==> src/hw/rtl/clkr_pkg.sv <==
// ----------------------------------------------------------------------------
// clkr_pkg: shared constants and types for the CSV line key router
// Sizes, byte codes, status codes, register indexes and the structs that
// travel between the line accumulator, the key cells and the top level.
// ----------------------------------------------------------------------------
`default_nettype none

package clkr_pkg;

    localparam int KEY_SLOTS      = 256;
    localparam int MAX_LINE_BYTES = 1048576;

    localparam int SLOT_W = (KEY_SLOTS > 1) ? $clog2(KEY_SLOTS) : 1;
    localparam int HELD_W = $clog2(KEY_SLOTS + 1);
    localparam int BCNT_W = $clog2(MAX_LINE_BYTES + 1);
    localparam int STRM_W = (SLOT_W > 8) ? SLOT_W : 8;

    localparam int HASH_W     = 64;
    localparam int LEN_W      = 21;
    localparam int LINE_W     = 32;
    localparam int STATUS_W   = 3;
    localparam int CFG_IDX_W  = 8;
    localparam int CFG_DATA_W = 8;

    localparam logic [HASH_W-1:0] HASH_SEED = 64'd5381;
    localparam logic [7:0] BYTE_NEWLINE    = 8'd10;
    localparam logic [7:0] BYTE_COMMA      = 8'd44;
    localparam logic [7:0] EXP_COMMAS_RST  = 8'd13;

    // line status codes
    localparam logic [STATUS_W-1:0] ST_OK         = 3'd0;
    localparam logic [STATUS_W-1:0] ST_NO_COMMA   = 3'd1;
    localparam logic [STATUS_W-1:0] ST_TABLE_FULL = 3'd2;
    localparam logic [STATUS_W-1:0] ST_TOO_LONG   = 3'd3;
    localparam logic [STATUS_W-1:0] ST_FIELD_CNT  = 3'd4;

    // configuration register indexes
    localparam logic [CFG_IDX_W-1:0] REG_FIELD_CHECK = 8'd0;
    localparam logic [CFG_IDX_W-1:0] REG_EXP_COMMAS  = 8'd1;

    typedef logic [HASH_W-1:0] t_hash;
    typedef logic [SLOT_W-1:0] t_slot;

    // search token handed from cell to cell
    typedef struct packed {
        logic  valid;
        logic  hit;
        t_slot slot;
    } t_tok;

    // broadcast control from the top level to every cell
    typedef struct packed {
        logic  launch;
        t_hash query;
        logic  wr_en;
        t_slot wr_slot;
    } t_chain_ctl;

    // per-line running statistics
    typedef struct packed {
        t_hash             hash;
        logic              comma_seen;
        logic [BCNT_W-1:0] bytes;
        logic [7:0]        commas;
    } t_line;

endpackage

`default_nettype wire

==> src/hw/rtl/clkr_line_acc.sv <==
// ----------------------------------------------------------------------------
// clkr_line_acc: per-line accumulator
// Hashes the first field, counts bytes and commas; clears on newline.
// ----------------------------------------------------------------------------
`default_nettype none

module clkr_line_acc (
    input  wire logic           i_clk,
    input  wire logic           i_rst_n,
    input  wire logic           i_accept,
    input  wire logic [7:0]     i_byte,
    output clkr_pkg::t_line     o_line
);
    import clkr_pkg::*;

    t_line r_line;
    t_line n_line;

    always_comb begin
        n_line = r_line;
        if (i_accept) begin
            if (i_byte == BYTE_NEWLINE) begin
                n_line.hash       = HASH_SEED;
                n_line.comma_seen = 1'b0;
                n_line.bytes      = '0;
                n_line.commas     = '0;
            end else begin
                if (i_byte == BYTE_COMMA) begin
                    n_line.comma_seen = 1'b1;
                    if (r_line.commas != 8'hFF) begin
                        n_line.commas = r_line.commas + 8'd1;
                    end
                end else if (!r_line.comma_seen) begin
                    // hash * 33 + byte
                    n_line.hash = (r_line.hash << 5) + r_line.hash + {56'd0, i_byte};
                end
                if (r_line.bytes < BCNT_W'(MAX_LINE_BYTES)) begin
                    n_line.bytes = r_line.bytes + BCNT_W'(1);
                end
            end
        end
    end

    always_ff @(posedge i_clk) begin
        if (!i_rst_n) begin
            r_line.hash       <= HASH_SEED;
            r_line.comma_seen <= 1'b0;
            r_line.bytes      <= '0;
            r_line.commas     <= '0;
        end else begin
            r_line <= n_line;
        end
    end

    assign o_line = r_line;

endmodule

`default_nettype wire

==> config.mk <==
export PLATFORM = sky130hd
export DESIGN_NAME = clkr_line_acc
export DESIGN_NICKNAME = d
export VERILOG_FILES = /design/src/hw/rtl/clkr_pkg.sv /design/src/hw/rtl/clkr_line_acc.sv
export SDC_FILE = /design/constraint.sdc
export NUM_CORES = 1
export LEC_CHECK = 0
export BUFFER_PORTS_ARGS = -buffer_cell sky130_fd_sc_hd__buf_2
export CORE_MARGIN = 2
export CORE_UTILIZATION = 28
export DETAILED_ROUTE_END_ITERATION = 12
export PLACE_DENSITY_LB_ADDON = 0.1
export SLEW_MARGIN = 25
export SYNTH_ARGS = -nofsm -noshare
export SYNTH_HDL_FRONTEND = slang
export SYNTH_SLANG_ARGS = --single-unit
==> constraint.sdc <==
create_clock -name i_clk -period 6.3 [get_ports i_clk]
set_clock_uncertainty 0.05 [all_clocks]
set_input_delay 0.945 -clock i_clk [delete_from_list [all_inputs] [get_ports i_clk]]
set_output_delay 0.945 -clock i_clk [all_outputs]
set_load 0.01 [all_outputs]
==> results of run 1 <==
[per-layer routing]
metal  vias to the layer above  global-route usage [%]  wire [um]
li1                       3704                       -          -
met1                      3425                   24.21      12710
met2                       115                   27.43      11080
met3                        13                   2.370        890
met4                         0                   3.832        224
met5                         -                       0          0
[through the flow]
step	instances	utilization [%]
after floorplan	965	-
after global routing	1431	32.67
after CTS	1431	32.67
final	1431	32.67
after global placement	1415	31.61
after detailed placement	1415	31.61
[cell type report]
| cell class | instances | area share, % |
|---|---|---|
| clock inverters | 7 | 0.7740 |
| repair buffers | 109 | 6.164 |
| well taps | 378 | 5.225 |
| flip-flops and latches | 94 | 20.79 |
| clock buffers | 9 | 2.488 |
| inverters | 30 | 1.244 |
| multi-input cells | 804 | 63.32 |
[worst paths after layout]
kind	startpoint	to	slack [ps]	depth (start not counted)
worst max-delay path	i_byte[5]	o_line[82]	1930	15
worst min register to register	o_line[89]	o_line[89]	440	2
worst min-delay path	o_line[89]	o_line[89]	440	2
worst max register to register	o_line[35]	o_line[82]	2260	14
[synthesized netlist by cell type, types with 3 or more instances]
cell	instances	area, um^2
a2111oi_0	3	26.28
nand2b_1	11	68.82
ha_1	124	1551
o21ai_1	3	15.01
or3_1	13	81.33
dfxtp_1	94	1882
a211oi_1	3	22.52
nand3_1	26	130.1
o2111ai_1	4	35.03
o31ai_1	5	37.54
a21oi_1	75	375.4
nor2b_1	30	187.7
a21o_1	45	337.8
a21boi_0	3	22.52
nor2_1	57	214.0
inv_1	30	112.6
and2_1	9	56.30
clkbuf_1	32	120.1
fa_1	4	80.08
o21bai_1	17	127.6
nand2_1	95	356.6
buf_2	3	15.01
mux2i_1	3	30.03
o211ai_1	8	60.06
nor4_1	5	31.28
a221oi_1	4	35.03
nand4_1	18	112.6
and3_1	14	87.58
a22oi_1	23	172.7
xnor2_1	38	332.8
o21ai_0	64	320.3
or2_2	3	18.77
o21a_1	10	75.07
nor3_1	10	50.05
a31oi_1	7	43.79
o22ai_1	5	31.28
xor2_1	31	271.5
[power by group]
group | internal (mW) | switching, mW
clock | 0.284 | 0.312
combinational | 0.463 | 0.656
sequential | 0.658 | 0.0956
total | 1.40 | 1.06
[logic make-up (layout without fill, tap and decap cells)]
| kind of cell | Yosys count | after routing | synth area share [%] |
|---|---|---|---|
| xor gates and xnor gates | 69 | 69 | 7.683 |
| buffers and inverters | 67 | 155 | 3.293 |
| muxes | 3 | 3 | 0.3818 |
| DFF | 94 | 94 | 23.92 |
| AOI/OAI and AO/OA | 302 | 302 | 24.96 |
| and+or+nand+nor | 302 | 302 | 19.02 |
| adders and majority gates | 128 | 128 | 20.74 |
[placed cells by master (no fill, tap or decap), types with 11 or more instances in the layout]
master    count
a21o_1       45
a21oi_1      75
a22oi_1      23
and3_1       14
buf_2       104
dfxtp_1      94
ha_1        124
inv_1        30
nand2_1      95
nand2b_1     11
nand3_1      26
nand4_1      18
nor2_1       56
nor2b_1      30
o21ai_0      64
o21bai_1     17
or3_1        13
xnor2_1      38
xor2_1       31
[worst max-delay path: cells and delay by family]
kind	cells	cell delay, ps
compound gates	9	2150
fa+ha+maj	2	870
buf+inv	3	250
simple gates	1	360
==> flow_summary.json, run 1 <==
{
  "period_needed_ps": 4371,
  "cts_tree": "done",
  "track_usage_pct": 17.11,
  "crit_chain": "buf_2, inv_1, fa_1, inv_1, ha_1, a21o_1, a21o_1, a21o_1, o211ai_1, o211ai_1, a22o_1, o21ai_1, a21boi_0, or3_1, a32o_1",
  "cp_slowest_cell": "fa_1",
  "synth_flop_cell": "dfxtp_1",
  "largest_register_ffs": 94,
  "cpMostUsedCell": "a21o_1",
  "slew_headroom_pct": 37.15,
  "synth_seq_area_share_pct": 23.92,
  "hold_violations": 0,
  "synth_seq_cells": 94,
  "viasPerCell": 5.071,
  "status": "finished, final reports clean",
  "rsz0062_at_grt": "no",
  "cts_setup_buffers": 0,
  "fmax_mhz": 228.8,
  "avgSynthCellArea_um2": 8.152,
  "multi_input_area_mm2": 0.005732,
  "grt_pass1_wl_mm": 39.40,
  "overflow": 0,
  "dieArea_mm2": 0.02945,
  "ir_drop_mv": 0.1758,
  "n_antenna_cell": 0,
  "critPathRequiredTime_ps": 6510,
  "finalSetupViolCount": 0,
  "areaGrowthSynthToFinish_pct": 15.08,
  "cts_resized": 0,
  "wl_per_cell_um": 17.40,
  "timing.hold.ws_ps": 440.6,
  "die_w_um": 171.6,
  "root_buffer": "clkbuf_16",
  "fp.coreArea_mm2": 0.02771,
  "initial_utilization_pct": 28.39,
  "grt_pass1_vias": 6960,
  "routabilityCongestion": 0.7978,
  "cts_sinks": 94,
  "drv_cap": 0,
  "fillCellCount": 2986,
  "register_area_mm2": 0.001882,
  "p_total_mw": 2.468,
  "nets": 1187,
  "worst_pin_slew_ps": 940.4,
  "stdcell_area_mm2": 0.009052,
  "clk_latency_ps": 370,
  "antenna_found_initial": 0,
  "clk_pin_slew_ps": 80,
  "drive_above_1_share_pct": 13.11,
  "finalSetupTns_ps": 0,
  "power.leakage_nw": 4.331,
  "drcViolationCount": 0,
  "vias": 7257,
  "p_per_area_mw_per_mm2": 272.7,
  "cp_slowest_stage_delay_ps": 530,
  "end_kind": "flop",
  "cp-start-kind": "input pin",
  "detailed_place_hpwl_mm": 19.11,
  "fp.dieH_um": 171.6,
  "synth.cell_area_mm2": 0.007866,
  "grt_max_degree": 37,
  "critPathMaxFanout": 4,
  "drt_wl_total_mm": 24.90,
  "ys_warn_count": 0,
  "synth_cell_types": 64,
  "portBuffers": 104,
  "arrival_ps": 4580,
  "syn_nets": 1104,
  "dpl_cell_area_mm2": 0.008757,
  "cts_buffers": 9,
  "syn_inst": 965,
  "min_period_over_period_pct": 69.38,
  "ys_async_sr_fraction_pct": 0,
  "cts_hold_buf": 0,
  "setup_ws_ps": 1929,
  "clk_path_buf_depth": 2,
  "critPathKind": "input pin to flop",
  "drtAntennaViolNets": 0,
  "drt_iter0_drc": 428,
  "cts_max_level": 3,
  "hold_class": "flop to flop",
  "io-pin-count": 105,
  "firstDrtPassIters": 4,
  "row_count": 61,
  "place_ws_ps": 1521,
  "drv_slew": 0,
  "synth_edf_count": 0
}
Note: power is estimated with default switching activity, not from simulation.
==> run 2, diff against run 1 <==
Clock period 6.3 ns to 3.9 ns, I/O delays scaled along.
==> flow_summary.json, run 2 (synthesis results as in run 1) <==
{
  "status": "finished, final reports clean",
  "grt_max_degree": 25,
  "root_buffer": "clkbuf_16",
  "power.leakage_nw": 4.566,
  "end_kind": "flop",
  "hold_class": "flop to flop",
  "grt_pass1_wl_mm": 40.03,
  "finalSetupTns_ps": 0,
  "die_w_um": 171.6,
  "dieArea_mm2": 0.02945,
  "drt_iter0_drc": 373,
  "areaGrowthSynthToFinish_pct": 19.91,
  "drive_above_1_share_pct": 17.24,
  "p_per_area_mw_per_mm2": 439.9,
  "clk_pin_slew_ps": 90,
  "drtAntennaViolNets": 0,
  "rsz0062_at_grt": "no",
  "row_count": 61,
  "layout_common_cells": "ha_1, buf_2, nand2_1, dfxtp_1, a21oi_1",
  "vias": 7345,
  "portBuffers": 104,
  "cp-start-kind": "flop",
  "hold_violations": 0,
  "critPathKind": "flop to flop",
  "n_antenna_cell": 0,
  "drv_slew": 0,
  "track_usage_pct": 17.37,
  "cts_sinks": 94,
  "fp.coreArea_mm2": 0.02771,
  "cts_hold_buf": 0,
  "finalSetupViolCount": 0,
  "cts_buffers": 9,
  "detailed_place_hpwl_mm": 20.01,
  "io-pin-count": 105,
  "routabilityCongestion": 0.8218,
  "fp.dieH_um": 171.6,
  "critPathMaxFanout": 4,
  "fmax_mhz": 275.0,
  "critPathRequiredTime_ps": 4090,
  "cts_setup_buffers": 0,
  "drcViolationCount": 0,
  "clk_path_buf_depth": 2,
  "period_needed_ps": 3637,
  "drv_cap": 0,
  "wl_per_cell_um": 16.91,
  "antenna_found_initial": 0,
  "nets": 1236,
  "drt_wl_total_mm": 25.02,
  "initial_utilization_pct": 28.39,
  "clk_latency_ps": 370,
  "viasPerCell": 4.963,
  "p_total_mw": 4.149,
  "cts_max_level": 3,
  "largest_register_ffs": 94,
  "min_period_over_period_pct": 93.25,
  "overflow": 0,
  "grt_pass1_vias": 7201,
  "final_common_cell": "ha_1",
  "slew_headroom_pct": 62.97,
  "firstDrtPassIters": 4,
  "cts_resized": 0,
  "worst_pin_slew_ps": 549.7,
  "timing.hold.ws_ps": 443.3,
  "ir_drop_mv": 0.2694,
  "arrival_ps": 3830,
  "cts_tree": "done"
}
-- run 2: changes by cell type in the layout (fill, tap and decap cells not counted), sizes merged --
cell	change
buf	+49
inv	-1
clkinvlp	+1
-- run 2: area by class of cell --
cell class	instances	area, um^2
multi-input combinational	804	5742
inverter	30	112.6
fill	2939	18270
clock inverter	7	71.32
sequential	94	1883
clock buffer	9	225.2
timing repair buffer	158	925.9
tap	378	473.0
-- run 2: path summary, 6_finish.rpt --
check	slack [ps]	start	endpoint	cells past startpoint
setup reg to reg	260	o_line[30]	o_line[92]	14
hold reg to reg	440	o_line[89]	o_line[89]	2
hold / removal	440	o_line[89]	o_line[89]	2
setup / recovery	260	o_line[30]	o_line[92]	14
-- run 2: metal layers --
metal | up-vias | track usage, % | share of wire [%] | routed length [um]
met5 | - | 0 | 0 | 0
met4 | 0 | 2.911 | 0.66 | 166
met3 | 10 | 2.416 | 2.6 | 650
met2 | 88 | 28.08 | 45 | 11210
met1 | 3433 | 24.76 | 52 | 13000
li1 | 3814 | - | - | -
-- run 2: per-stage QoR --
stage | worst slack [ps] | area (um^2) | utilization, % | cells
detailed placement | -170.8 | 9125 | 32.94 | 1464
floorplan | 259.2 | 7866 | - | 965
CTS | 80.19 | 9422 | 34.01 | 1480
global placement | -99.13 | 9125 | 32.94 | 1464
finish | 263.1 | 9433 | 34.05 | 1480
global route | 24.85 | 9433 | 34.05 | 1480
-- run 2: critical path: stages, from the launching register on --
cell and delay [ps]:
dfxtp_1 400, inv_1 80, fa_1 510, inv_1 40
ha_1 330, nand2_1 80, nor3_1 250, o211ai_1 140
buf_4 170, o21ai_0 330, a21oi_2 150, o31a_1 350
o41ai_1 410, xnor2_1 160, o21ai_0 80
-- run 2: power breakdown --
part | internal (mW) | switching (mW) | leakage, nW
registers | 1.06 | 0.144 | 0.762
logic | 0.883 | 1.11 | 3.66
clock network | 0.457 | 0.488 | 0.141
